### config.mk
export PLATFORM = sky130hd
export DESIGN_NAME = whitespace_stripped_murmur2_hash_core
export DESIGN_NICKNAME = d
export VERILOG_FILES = /design/src/rtl/wsmh_pkg.sv /design/src/rtl/wsmh_front.sv /design/src/rtl/wsmh_fifo.sv /design/src/rtl/wsmh_back.sv /design/src/rtl/whitespace_stripped_murmur2_hash_core.sv
export SDC_FILE = /design/constraint.sdc
export NUM_CORES = 1
export LEC_CHECK = 0
export ABC_CLOCK_PERIOD_IN_PS = 19050
export BUFFER_PORTS_ARGS = -buffer_cell sky130_fd_sc_hd__buf_2
export CAP_MARGIN = 20
export CELL_PAD_IN_SITES_DETAIL_PLACEMENT = 1
export CELL_PAD_IN_SITES_GLOBAL_PLACEMENT = 2
export CORE_MARGIN = 4
export CORE_UTILIZATION = 40
export DETAILED_ROUTE_END_ITERATION = 7
export PLACE_DENSITY = 0.75
export SYNTH_ARGS = -nofsm -noshare
export SYNTH_HDL_FRONTEND = slang
export SYNTH_SLANG_ARGS = --single-unit
### constraint.sdc
create_clock -name clock -period 19.05 [get_ports clock]
set_input_delay 2.8575 -clock clock [delete_from_list [all_inputs] [get_ports clock]]
set_output_delay 2.8575 -clock clock [all_outputs]
set_load 0.005 [all_outputs]
### src/rtl/wsmh_pkg.sv
// Shared types and constants for the whitespace-stripped MurmurHash2 core.
`timescale 1ns / 1ps
package wsmh_pkg;

   // MurmurHash2 32-bit multiplier
   localparam logic [31:0] MURMUR_M = 32'd1540483477;

   // Shift amounts of the word mix and the finalization
   localparam int unsigned MIX_SHIFT  = 24;
   localparam int unsigned FIN_SHIFT1 = 13;
   localparam int unsigned FIN_SHIFT2 = 15;

   // Work packet from the byte front end to the mixing back end.
   // Done in order: load the seed, mix one word, finish the hash.
   typedef struct packed {
      logic        load;      // value is the seed: h = value
      logic        mix;       // value is a full word k: mix it into h
      logic [31:0] value;
      logic        finish;    // apply tail and finalization, emit result
      logic        tail_en;   // tail holds at least one byte
      logic [23:0] tail;
      logic [31:0] count;     // kept-byte count reported with the result
   } cmd_type;

endpackage

### src/rtl/wsmh_front.sv
// Byte front end: whitespace filter, kept-byte counter, word packing, pass control.
`timescale 1ns / 1ps
module wsmh_front (
   input  logic               clock,
   input  logic               reset,
   input  logic               req_push,
   output logic               req_full,
   input  logic               req_mode,
   input  logic [7:0]         req_data_byte,
   input  logic               req_last,
   input  logic               cmd_full,
   output logic               cmd_push,
   output wsmh_pkg::cmd_type  cmd_data
);

   typedef enum logic [2:0] {
      PH_IDLE  = 3'b001,
      PH_COUNT = 3'b010,
      PH_HASH  = 3'b100
   } phase_type;

   localparam logic [7:0] CH_TAB   = 8'd9;
   localparam logic [7:0] CH_LF    = 8'd10;
   localparam logic [7:0] CH_CR    = 8'd13;
   localparam logic [7:0] CH_SPACE = 8'd32;

   phase_type   phase_ff, phase_in;
   logic [31:0] kept_ff, kept_in;
   logic [23:0] part_ff, part_in;
   logic [1:0]  slot_ff, slot_in;

   logic        accept;
   logic        is_space;
   logic        start_hash;
   logic [31:0] kept_base;
   logic [23:0] part_base;
   logic [1:0]  slot_base;
   wsmh_pkg::cmd_type cmd;

   assign req_full = cmd_full;
   assign accept   = req_push && !cmd_full;
   assign is_space = req_data_byte inside {CH_TAB, CH_LF, CH_CR, CH_SPACE};

   // Pass control and packing
   always_comb begin
      phase_in   = phase_ff;
      kept_in    = kept_ff;
      part_in    = part_ff;
      slot_in    = slot_ff;
      cmd        = '0;
      start_hash = 1'b0;
      kept_base  = kept_ff;
      part_base  = part_ff;
      slot_base  = slot_ff;
      if (!req_mode) begin
         // counting pass; a count byte outside a count pass restarts it
         kept_base = (phase_ff == PH_COUNT) ? kept_ff : '0;
         kept_in   = kept_base + {31'd0, !is_space};
         part_in   = '0;
         slot_in   = '0;
         if (req_last) begin
            phase_in  = PH_HASH;
            cmd.load  = 1'b1;
            cmd.value = 32'd1 ^ kept_in;
         end else begin
            phase_in = PH_COUNT;
         end
      end else begin
         // hashing pass; seed on entry if not already hashing
         start_hash = (phase_ff != PH_HASH);
         if (start_hash) begin
            cmd.load  = 1'b1;
            cmd.value = 32'd1 ^ kept_ff;
            part_base = '0;
            slot_base = '0;
         end
         part_in = part_base;
         slot_in = slot_base;
         if (!is_space) begin
            case (slot_base)
               2'd0: begin
                  part_in = {part_base[23:8], req_data_byte};
                  slot_in = 2'd1;
               end
               2'd1: begin
                  part_in = {part_base[23:16], req_data_byte, part_base[7:0]};
                  slot_in = 2'd2;
               end
               2'd2: begin
                  part_in = {req_data_byte, part_base[15:0]};
                  slot_in = 2'd3;
               end
               default: begin
                  cmd.mix   = 1'b1;
                  cmd.value = {req_data_byte, part_base};
                  part_in   = '0;
                  slot_in   = '0;
               end
            endcase
         end
         if (req_last) begin
            cmd.finish  = 1'b1;
            cmd.tail    = part_in;
            cmd.tail_en = (slot_in != 2'd0);
            cmd.count   = kept_ff;
            phase_in    = PH_IDLE;
            part_in     = '0;
            slot_in     = '0;
         end else begin
            phase_in = PH_HASH;
         end
      end
   end

   assign cmd_push = accept && (cmd.load || cmd.mix || cmd.finish);
   assign cmd_data = cmd;

   // State registers
   always_ff @(posedge clock) begin
      if (reset) begin
         phase_ff <= PH_IDLE;
         kept_ff  <= '0;
         part_ff  <= '0;
         slot_ff  <= '0;
      end else if (accept) begin
         phase_ff <= phase_in;
         kept_ff  <= kept_in;
         part_ff  <= part_in;
         slot_ff  <= slot_in;
      end
   end

`ifndef ASSERT_OFF
   // End of a counting pass always seeds the hash
   a_count_end_seeds: assert property (@(posedge clock) disable iff (reset)
      (accept && !req_mode && req_last) |-> (cmd_push && cmd_data.load))
      else $error("counting pass end did not issue a seed");
   // Between bytes the packing slot is empty outside a hashing pass
   a_slot_idle: assert property (@(posedge clock) disable iff (reset)
      (phase_ff != PH_HASH) |-> (slot_ff == 2'd0))
      else $error("partial word held outside hashing pass");
`endif

endmodule

### src/rtl/wsmh_fifo.sv
// Small flop-based queue of work packets between front end and back end.
`timescale 1ns / 1ps
module wsmh_fifo #(
   parameter int unsigned DEPTH = 4
) (
   input  logic               clock,
   input  logic               reset,
   input  logic               push,
   input  wsmh_pkg::cmd_type  din,
   output logic               full,
   input  logic               pop,
   output wsmh_pkg::cmd_type  dout,
   output logic               empty
);

   localparam int unsigned AW = (DEPTH > 1) ? $clog2(DEPTH) : 1;
   localparam int unsigned CW = $clog2(DEPTH + 1);

   wsmh_pkg::cmd_type entry_ff [DEPTH];
   logic [AW-1:0] wr_ptr_ff, wr_ptr_in;
   logic [AW-1:0] rd_ptr_ff, rd_ptr_in;
   logic [CW-1:0] count_ff,  count_in;
   logic          do_push, do_pop;

   assign full    = (count_ff == CW'(DEPTH));
   assign empty   = (count_ff == '0);
   assign do_push = push && !full;
   assign do_pop  = pop && !empty;
   assign dout    = entry_ff[rd_ptr_ff];

   // Pointer and occupancy update
   always_comb begin
      wr_ptr_in = wr_ptr_ff;
      rd_ptr_in = rd_ptr_ff;
      count_in  = count_ff;
      if (do_push) begin
         wr_ptr_in = (wr_ptr_ff == AW'(DEPTH - 1)) ? '0 : wr_ptr_ff + 1'b1;
      end
      if (do_pop) begin
         rd_ptr_in = (rd_ptr_ff == AW'(DEPTH - 1)) ? '0 : rd_ptr_ff + 1'b1;
      end
      if (do_push && !do_pop) begin
         count_in = count_ff + 1'b1;
      end else if (do_pop && !do_push) begin
         count_in = count_ff - 1'b1;
      end
   end

   always_ff @(posedge clock) begin
      if (reset) begin
         wr_ptr_ff <= '0;
         rd_ptr_ff <= '0;
         count_ff  <= '0;
      end else begin
         wr_ptr_ff <= wr_ptr_in;
         rd_ptr_ff <= rd_ptr_in;
         count_ff  <= count_in;
      end
   end

   // Storage, no reset needed
   always_ff @(posedge clock) begin
      if (do_push) begin
         entry_ff[wr_ptr_ff] <= din;
      end
   end

`ifndef ASSERT_OFF
   // Front end must hold off while the queue is full
   a_no_overflow: assert property (@(posedge clock) disable iff (reset)
      push |-> !full)
      else $error("push into full queue");
   // A stored packet is visible the next cycle
   a_push_visible: assert property (@(posedge clock) disable iff (reset)
      (push && !full) |=> !empty)
      else $error("pushed packet lost");
`endif

endmodule

### src/rtl/wsmh_back.sv
// Mixing back end: sequencer around one constant multiplier, plus result register.
`timescale 1ns / 1ps
module wsmh_back (
   input  logic               clock,
   input  logic               reset,
   input  wsmh_pkg::cmd_type  cmd_data,
   input  logic               cmd_empty,
   output logic               cmd_pop,
   output logic               rsp_empty,
   input  logic               rsp_pop,
   output logic [31:0]        rsp_hash_value,
   output logic [31:0]        rsp_kept_count
);

   typedef enum logic [7:0] {
      S_IDLE = 8'b0000_0001,
      S_LOAD = 8'b0000_0010,
      S_K1   = 8'b0000_0100,
      S_K2   = 8'b0000_1000,
      S_K3   = 8'b0001_0000,
      S_TAIL = 8'b0010_0000,
      S_FIN1 = 8'b0100_0000,
      S_FIN2 = 8'b1000_0000
   } state_type;

   state_type         state_ff, state_in;
   wsmh_pkg::cmd_type cmd_ff, cmd_in;
   logic [31:0]       h_ff, h_in;
   logic [31:0]       k_ff, k_in;
   logic              res_valid_ff, res_valid_in;
   logic [31:0]       res_hash_ff, res_hash_in;
   logic [31:0]       res_count_ff, res_count_in;

   logic [31:0]       mul_a;
   logic [31:0]       prod;
   logic              res_free;

   assign res_free = !res_valid_ff || rsp_pop;
   assign prod     = mul_a * wsmh_pkg::MURMUR_M;

   // Multiplier operand per step
   always_comb begin
      case (state_ff)
         S_K1:    mul_a = cmd_ff.value;
         S_K2:    mul_a = k_ff ^ (k_ff >> wsmh_pkg::MIX_SHIFT);
         S_K3:    mul_a = h_ff;
         S_TAIL:  mul_a = h_ff ^ {8'd0, cmd_ff.tail};
         S_FIN1:  mul_a = h_ff ^ (h_ff >> wsmh_pkg::FIN_SHIFT1);
         default: mul_a = h_ff;
      endcase
   end

   // Sequencer
   always_comb begin
      state_in     = state_ff;
      cmd_in       = cmd_ff;
      h_in         = h_ff;
      k_in         = k_ff;
      res_valid_in = res_valid_ff && !rsp_pop;
      res_hash_in  = res_hash_ff;
      res_count_in = res_count_ff;
      cmd_pop      = 1'b0;
      case (state_ff)
         S_IDLE: begin
            if (!cmd_empty) begin
               cmd_pop  = 1'b1;
               cmd_in   = cmd_data;
               state_in = S_LOAD;
            end
         end
         S_LOAD: begin
            if (cmd_ff.load) begin
               h_in = cmd_ff.value;
            end
            if (cmd_ff.mix) begin
               state_in = S_K1;
            end else if (cmd_ff.finish) begin
               state_in = S_TAIL;
            end else begin
               state_in = S_IDLE;
            end
         end
         S_K1: begin
            k_in     = prod;
            state_in = S_K2;
         end
         S_K2: begin
            k_in     = prod;
            state_in = S_K3;
         end
         S_K3: begin
            h_in     = prod ^ k_ff;
            state_in = cmd_ff.finish ? S_TAIL : S_IDLE;
         end
         S_TAIL: begin
            if (cmd_ff.tail_en) begin
               h_in = prod;
            end
            state_in = S_FIN1;
         end
         S_FIN1: begin
            h_in     = prod;
            state_in = S_FIN2;
         end
         S_FIN2: begin
            // wait here while the previous result is still unread
            if (res_free) begin
               res_valid_in = 1'b1;
               res_hash_in  = h_ff ^ (h_ff >> wsmh_pkg::FIN_SHIFT2);
               res_count_in = cmd_ff.count;
               state_in     = S_IDLE;
            end
         end
         default: begin
            state_in = S_IDLE;
         end
      endcase
   end

   always_ff @(posedge clock) begin
      if (reset) begin
         state_ff     <= S_IDLE;
         res_valid_ff <= 1'b0;
      end else begin
         state_ff     <= state_in;
         res_valid_ff <= res_valid_in;
      end
   end

   // Datapath registers
   always_ff @(posedge clock) begin
      cmd_ff       <= cmd_in;
      h_ff         <= h_in;
      k_ff         <= k_in;
      res_hash_ff  <= res_hash_in;
      res_count_ff <= res_count_in;
   end

   assign rsp_empty      = !res_valid_ff;
   assign rsp_hash_value = res_hash_ff;
   assign rsp_kept_count = res_count_ff;

`ifndef ASSERT_OFF
   // A result only appears out of the last finalization step
   a_result_source: assert property (@(posedge clock) disable iff (reset)
      $rose(res_valid_ff) |-> $past(state_ff == S_FIN2))
      else $error("result written outside finalization");
   // Packets are only taken when the sequencer is free
   a_pop_idle: assert property (@(posedge clock) disable iff (reset)
      cmd_pop |=> (state_ff == S_LOAD))
      else $error("packet taken while busy");
`endif

endmodule

### src/rtl/whitespace_stripped_murmur2_hash_core.sv
// Top level of the whitespace-stripped MurmurHash2 core.
//
// Usage: the file's bytes are sent twice on the req_ queue port, first with
// req_mode 0 (counting pass), then with req_mode 1 (hashing pass); req_last
// marks the final byte of each pass. Bytes 9, 10, 13 and 32 are skipped.
// A byte is taken when req_push is high and req_full is low. Only the last
// byte of a hashing pass yields a result: the hash and the kept-byte count
// appear on rsp_ while rsp_empty is low and are taken with rsp_pop.
// Throughput: one byte per cycle on the input while the work queue has room.
// The back end runs one constant multiplier in sequence: a seed passes the
// load step, a completed 4-byte word the load step and K1, K2 and K3, and
// the finish load, tail, FIN1 and FIN2; a kept-byte stream can outpace it.
// rsp_empty falls once the last byte's packet has passed the queue and the
// load, tail, FIN1 and FIN2 steps, plus K1 to K3 if that byte ends a word.
// If the receiver stalls, the finished result waits in its register while
// new bytes keep entering until the work queue fills; then req_full rises.
// Reset clears the pass state, the kept count, the queue and the result.
`timescale 1ns / 1ps
module whitespace_stripped_murmur2_hash_core #(
   parameter int unsigned QUEUE_DEPTH = 4
) (
   input  logic        clock,
   input  logic        reset,
   input  logic        req_push,
   output logic        req_full,
   input  logic        req_mode,
   input  logic [7:0]  req_data_byte,
   input  logic        req_last,
   output logic        rsp_empty,
   input  logic        rsp_pop,
   output logic [31:0] rsp_hash_value,
   output logic [31:0] rsp_kept_count
);

   wsmh_pkg::cmd_type push_cmd, pop_cmd;
   logic cmd_push, cmd_full, cmd_pop, cmd_empty;

   // Byte classification and packing
   wsmh_front u_front (
      .clock         (clock),
      .reset         (reset),
      .req_push      (req_push),
      .req_full      (req_full),
      .req_mode      (req_mode),
      .req_data_byte (req_data_byte),
      .req_last      (req_last),
      .cmd_full      (cmd_full),
      .cmd_push      (cmd_push),
      .cmd_data      (push_cmd)
   );

   // Work queue
   wsmh_fifo #(
      .DEPTH (QUEUE_DEPTH)
   ) u_fifo (
      .clock (clock),
      .reset (reset),
      .push  (cmd_push),
      .din   (push_cmd),
      .full  (cmd_full),
      .pop   (cmd_pop),
      .dout  (pop_cmd),
      .empty (cmd_empty)
   );

   // Mixing and finalization
   wsmh_back u_back (
      .clock          (clock),
      .reset          (reset),
      .cmd_data       (pop_cmd),
      .cmd_empty      (cmd_empty),
      .cmd_pop        (cmd_pop),
      .rsp_empty      (rsp_empty),
      .rsp_pop        (rsp_pop),
      .rsp_hash_value (rsp_hash_value),
      .rsp_kept_count (rsp_kept_count)
   );

endmodule

==> results.json, run 1 <==
{
  "status": "finished clean",
  "finalCritPeriodShare_pct": 55.3,
  "overflow": 0,
  "synth_fp_nets": 3170,
  "yosysWarningCount": 0,
  "syn_inst": 2748,
  "slowest_delay_ns": 0.85,
  "routed_wl_um": 104000,
  "rows": 110,
  "start_kind": "register",
  "synth_seq_cells": 665,
  "min_path_type": "register to register",
  "rsz0062_at_grt": "false",
  "synth.distinct_cells": 81,
  "min_period_ns": 10.54,
  "fin_skew_ns": 0.0199,
  "syn_area_um2": 36400,
  "clkSinkCount": 665,
  "drtPass1Iterations": 7,
  "report.final.slew_viol_count": 0,
  "synthArstFlopShare_pct": 0,
  "postSynthAreaPerCell_um2": 13.2,
  "cts_made_buffers": 61,
  "drc": 0,
  "die_y_um": 310,
  "crit_type": "register to register",
  "antennaDiodeCount": 0,
  "area_delta_synth_final_pct": 10.6,
  "antenna_found_initial": 1,
  "numPortBuffers": 79,
  "die_w_um": 310,
  "post_cts_resized": 0,
  "drt_iter0_markers": 1654,
  "vias_per_cell": 5.55,
  "root_buffer": "clkbuf_16",
  "synth-seq-area-share_pct": 52.8,
  "grt_pass1_wl_um": 156000,
  "worst_path_max_delay_cell": "a221oi_1",
  "fin_setup_tns_ns": 0,
  "drv_cap": 0,
  "required_ns": 19.42,
  "path_clk_slew_ns": 0.06,
  "grt_util_all_layers_pct": 21.8,
  "vias": 22400,
  "nNetsFinal": 3234,
  "final_cells": 4041,
  "clock_latency_ns": 0.63,
  "htree_levels": 2,
  "worst_pin_slew_ns": 1.08,
  "dpl.cell_count": 3924,
  "boundaryPins": 80,
  "arrival_ns": 10.91,
  "crit_fanout": 31,
  "post_cts_buffers": 0,
  "synth-edff-count": 588,
  "drive_above_1_share_pct": 12.4,
  "fmax_mhz": 94.9,
  "gp_congestion": 0.891,
  "cts_buffer_depth": 3,
  "cts_tree": "yes",
  "grt_max_degree": 74,
  "cts_hold_buf": 0,
  "grt_pass1_vias": 24200,
  "core_area_um2": 90100,
  "routedWlPerCell_um": 25.7,
  "crit_path_end_kind": "register",
  "slew_headroom_pct": 28.0,
  "drtAntennaViolNets": 0,
  "die_area_um2": 95800,
  "start_util_pct": 40.3,
  "hpwl_um": 74900,
  "synthFlopType": "edfxtp_1",
  "finalSetupViolations": 0,
  "hold_viol": 0
}
-- cell usage in the layout, fill, tap and decap left out, drive strengths merged, types with 8 or more instances in the layout --
master,count
fa,179
clkinv,28
edfxtp,588
and3,49
nand4,9
nor2,173
o21ai,88
a21oi,73
nand3,23
mux4,92
nor2b,10
o22ai,38
nor4,8
dfxtp,77
xor2,68
clkbuf,70
a221o,18
ha,229
or2,8
bufinv,8
inv,386
buf,122
nand2,123
a22oi,120
xnor2,66
nor3,47
a21o,16
and2,15
a221oi,25
nor3b,8
-- cell families after synthesis --
logic type      share of synthesized area (%)
flops                                    52.8
buf+inv                                  5.25
simple gates                             6.41
compound gates                           8.36
fa+ha+maj                                17.7
xor+xnor                                 3.63
mux                                      5.83
-- synth_stat cells (all sizes together), types with 10 or more instances --
master,number,area share [%]
a21o,16,0.33
a21oi,73,1.0
a221o,18,0.50
a221oi,25,0.64
a22oi,120,2.5
and2,15,0.26
and3,49,0.87
buf,21,0.28
clkbuf,101,1.0
dfxtp,77,4.2
edfxtp,588,49
fa,179,9.9
ha,229,7.9
inv,381,3.9
mux4,92,5.7
nand2,123,1.3
nand3,23,0.32
nor2,173,1.8
nor2b,10,0.17
nor3,47,0.66
o21ai,88,1.2
o22ai,38,0.65
xnor2,66,1.6
xor2,68,1.6
-- metrics by stage --
step / util [%] / setup WS [ns] / instance area [um^2] / hold slack (ns)
global placement: 42.3 / 8.94 / 38100 / 0.404
finish: 44.6 / 8.51 / 40200 / 0.421
floorplan: - / 10.44 / 36400 / 0.400
detailed placement: 42.3 / 8.68 / 38100 / 0.408
global route: 44.6 / 7.91 / 40200 / 0.429
CTS: 44.6 / 8.62 / 40200 / 0.423
-- final timing paths --
check | from | to | slack, ns | depth (start not counted)
setup reg to reg | u_back.state_ff[7]$_SDFFE_PP0P_ | u_back.h_ff[30]$_DFFE_PP_ | 8.51 | 29
hold / removal | u_back.cmd_ff[2]$_DFFE_PP_ | u_back.rsp_kept_count[2]$_DFFE_PP_ | 0.42 | 0
setup / recovery | u_back.state_ff[7]$_SDFFE_PP0P_ | u_back.h_ff[30]$_DFFE_PP_ | 8.51 | 29
hold reg to reg | u_back.cmd_ff[2]$_DFFE_PP_ | u_back.rsp_kept_count[2]$_DFFE_PP_ | 0.42 | 0
-- state kept, by name, summed over array words and instances, names as in the netlist, 3 cells and up --
name	flops
u_fifo.count_ff	3
u_back.rsp_kept_count	32
u_back.state_ff	8
u_front.kept_ff	32
u_front.phase_ff	3
u_fifo.entry_ff	368
u_back.rsp_hash_value	32
u_back.cmd_ff	92
u_back.k_ff	32
u_back.h_ff	32
u_front.part_ff	24
-- critical path: cells and delay by family, from the launching register on --
| family | cells | cell delay (ns) |
|---|---|---|
| buffers and inverters | 6 | 1.24 |
| flip-flops | 1 | 0.36 |
| AND/OR/NAND/NOR | 8 | 2.28 |
| AO/OA/AOI/OAI | 6 | 2.58 |
| adder cells (fa/ha/maj) | 9 | 3.80 |
-- cell type report --
type | instances | area (um^2)
Fill cell | 9209 | 49900
Tap cell | 1176 | 1470
Clock buffer | 69 | 1600
Clock inverter | 47 | 462
Multi-Input combinational cell | 1580 | 15300
Sequential cell | 665 | 19200
Timing Repair Buffer | 123 | 743
Inverter | 381 | 1430
-- metal layers --
metal  vias to the layer above  routed length, um  part of all wire [%]  track usage [%]
met4                         0               3020                   2.9             6.23
met1                     11700              43500                    42             28.4
met2                       550              53400                    52             39.0
met3                       148               3770                   3.6             2.04
met5                         -                  0                     0                0
li1                      10000                  -                     -                -
Power of run 1 is left out: the tool's default activity adds up to more than one toggle a clock period on the data nets, which glitch-free logic cannot reach.
==> run 2: changes to the inputs <==
--- a/config.mk
+++ b/config.mk
@@ -5,7 +5,8 @@
 export SDC_FILE = /design/constraint.sdc
 export NUM_CORES = 1
 export LEC_CHECK = 0
-export ABC_CLOCK_PERIOD_IN_PS = 19050
+export ABC_AREA = 1
+export ABC_CLOCK_PERIOD_IN_PS = 10600
 export BUFFER_PORTS_ARGS = -buffer_cell sky130_fd_sc_hd__buf_2
 export CAP_MARGIN = 20
 export CELL_PAD_IN_SITES_DETAIL_PLACEMENT = 1
@@ -13,7 +14,7 @@
 export CORE_MARGIN = 4
 export CORE_UTILIZATION = 40
 export DETAILED_ROUTE_END_ITERATION = 7
-export PLACE_DENSITY = 0.75
+export PLACE_DENSITY = 0.79
 export SYNTH_ARGS = -nofsm -noshare
 export SYNTH_HDL_FRONTEND = slang
 export SYNTH_SLANG_ARGS = --single-unit
==> constraint.sdc (replaced) <==
create_clock -name clock -period 10.6 [get_ports clock]
set_input_delay 1.59 -clock clock [delete_from_list [all_inputs] [get_ports clock]]
set_output_delay 1.59 -clock clock [all_outputs]
set_load 0.005 [all_outputs]
==> run 2 against run 1 <==
Effect of this change:
- area after synthesis is 3.0% higher
- global-route usage is 1.4 points higher
- routed wire length is 10% higher
- cell area is 4.0% higher
==> results.json, run 2 <==
{
  "status": "finished clean",
  "grt_max_degree": 107,
  "finalCritPeriodShare_pct": 90.1,
  "drtAntennaViolNets": 0,
  "drt_iter0_markers": 1676,
  "postSynthAreaPerCell_um2": 10.4,
  "cp_common_cell": "inv_1",
  "boundaryPins": 80,
  "synthDominantCellAreaShare_pct": 47.1,
  "seq_area_um2": 19200,
  "synthFlopType": "edfxtp_1",
  "routedWlPerCell_um": 23.0,
  "synth_seq_cells": 665,
  "rr_startpoint": "u_back.state_ff[5]$_SDFFE_PP0P_",
  "antenna_found_initial": 1,
  "fin_skew_ns": 0.0268,
  "fin_setup_tns_ns": 0,
  "post_cts_buffers": 0,
  "path_clk_slew_ns": 0.07,
  "syn_area_um2": 37500,
  "reg2reg_to": "u_back.h_ff[28]$_DFFE_PP_",
  "top_regs": "u_fifo.entry_ff x368, u_back.cmd_ff x92",
  "cts_made_buffers": 68,
  "cts_tree": "yes",
  "synthMostInstantiatedCell": "edfxtp_1",
  "crit_path_end_kind": "register",
  "vias_per_cell": 5.25,
  "rows": 111,
  "hpwl_um": 81900,
  "hp-start": "u_back.cmd_ff[13]$_DFFE_PP_",
  "overflow": 0,
  "min_path_type": "register to register",
  "crit_type": "register to register",
  "worst_pin_slew_ns": 1.07,
  "netlist_top_cells_area": "edfxtp_1 (47%), fa_1 (9.6%), ha_1 (7.6%)",
  "synth-edff-count": 588,
  "htree_levels": 3,
  "die_area_um2": 98600,
  "arrival_ns": 9.90,
  "rsz0062_at_grt": "false",
  "start_kind": "register",
  "numPortBuffers": 79,
  "grt_pass1_wl_um": 173000,
  "core_area_um2": 92200,
  "mostFrequentLayoutCells": "edfxtp_1 (588), inv_1 (577), nand2_1 (431)",
  "drive_above_1_share_pct": 8.28,
  "die_w_um": 314,
  "synthArstFlopShare_pct": 0,
  "worst_path_max_delay_cell": "o21ai_0",
  "grt_util_all_layers_pct": 23.2,
  "drc": 0,
  "antennaDiodeCount": 0,
  "root_buffer": "clkbuf_16",
  "routed_wl_um": 114000,
  "yosysWarningCount": 0,
  "largest_reg_flops": 368,
  "nNetsFinal": 4088,
  "drv_cap": 0,
  "cts_hold_buf": 0,
  "fillerInstances": 10300,
  "finalSetupViolations": 0,
  "final_common_cell": "edfxtp_1",
  "synth.distinct_cells": 56,
  "clkSinkCount": 665,
  "r2r_cells": 32,
  "multi_input_area_um2": 15600,
  "start_util_pct": 40.6,
  "gp_congestion": 0.862,
  "grt_pass1_vias": 27900,
  "fmax_mhz": 105,
  "worstHoldEndpoint": "u_back.rsp_kept_count[13]$_DFFE_PP_",
  "synth_area_leader_cell": "edfxtp_1",
  "die_y_um": 314,
  "crit_fanout": 31,
  "syn_inst": 3599,
  "vias": 26100,
  "synth_commonest_cells": "edfxtp_1 (588), inv_1 (580), nand2_1 (432)",
  "min_period_ns": 9.55,
  "post_cts_resized": 0,
  "cts_buffer_depth": 3,
  "rrSetupSlack_ns": 1.05,
  "largest_register": "u_fifo.entry_ff",
  "area_delta_synth_final_pct": 11.6,
  "synth-seq-area-share_pct": 51.3,
  "slowest_delay_ns": 0.83,
  "whs_path_depth": 0,
  "slew_headroom_pct": 28.9,
  "hold_viol": 0,
  "clock_latency_ns": 0.63,
  "required_ns": 10.95,
  "drtPass1Iterations": 8,
  "report.final.slew_viol_count": 0,
  "synth_fp_nets": 4021
}
run 2: cell count changes after synthesis, sizes merged, moves of 23 or more:
cell / delta
nand2: +316
mux4: -92
nand3: +80
xnor2: -30
o21ai: +270
inv: +201
clkbuf: +23
a22oi: -118
a21oi: +56
o22ai: +86
nor2: +207
and3: -49
run 2: logic make-up after synthesis:
group           Yosys count  synth area share (%)
simple gates            986                  10.9
buf+inv                 726                  7.35
fa+ha+maj               408                  17.2
xor+xnor                120                  2.81
flops                   665                  51.3
compound gates          694                  10.4
run 2: stage by stage:
step / std cells / util (%) / hold WS (ns) / instance area (um^2) / worst slack, ns
floorplan: 3599 / - / 0.400 / 37500 / 2.36
global placement: 4837 / 42.7 / 0.406 / 39400 / 1.23
detailed placement: 4837 / 42.7 / 0.406 / 39400 / 1.06
CTS: 4962 / 45.3 / 0.420 / 41800 / 1.02
global route: 4964 / 45.3 / 0.431 / 41800 / 0.585
finish: 4964 / 45.3 / 0.419 / 41800 / 1.05
run 2: critical path: cells and delay by family (launching register included):
family                   cells  cell delay, ns
flip-flops                   1            0.40
adder cells (fa/ha/maj)      9            3.92
buffers and inverters        9            1.36
AND/OR/NAND/NOR              6            1.03
XOR/XNOR                     1            0.33
AO/OA/AOI/OAI                7            2.21
run 2: worst max-delay path by stage:
stage	startpoint	to	slack, ns
6_report	u_back.state_ff[5]$_SDFFE_PP0P_	u_back.h_ff[28]$_DFFE_PP_	1.05
5_1_grt	u_back.state_ff[5]$_SDFFE_PP0P_	u_back.h_ff[28]$_DFFE_PP_	0.59
4_1_cts	u_back.state_ff[5]$_SDFFE_PP0P_	u_back.h_ff[28]$_DFFE_PP_	1.02
3_5_place_dp	u_back.state_ff[5]$_SDFFE_PP0P_	u_back.h_ff[28]$_DFFE_PP_	1.06
3_3_place_gp	u_back.state_ff[5]$_SDFFE_PP0P_	u_back.h_ff[28]$_DFFE_PP_	1.23
2_1_floorplan	u_back.state_ff[2]$_SDFFE_PP0P_	u_back.h_ff[28]$_DFFE_PP_	2.36
run 2: final cells by class:
class | count | area share, %
Clock buffer | 81 | 4.41
Inverter | 586 | 5.27
Tap cell | 1243 | 3.72
Sequential cell | 665 | 45.9
Clock inverter | 44 | 1.32
Multi-Input combinational cell | 2208 | 37.3
Timing Repair Buffer | 137 | 2.06
run 2: metal layers:
layer | routed length (um) | track usage, %
met1 | 48600 | 29.5
met2 | 57300 | 41.0
met3 | 4010 | 2.16
met4 | 4180 | 8.82
met5 | 0 | 0
Power of run 2 is left out for the same reason.
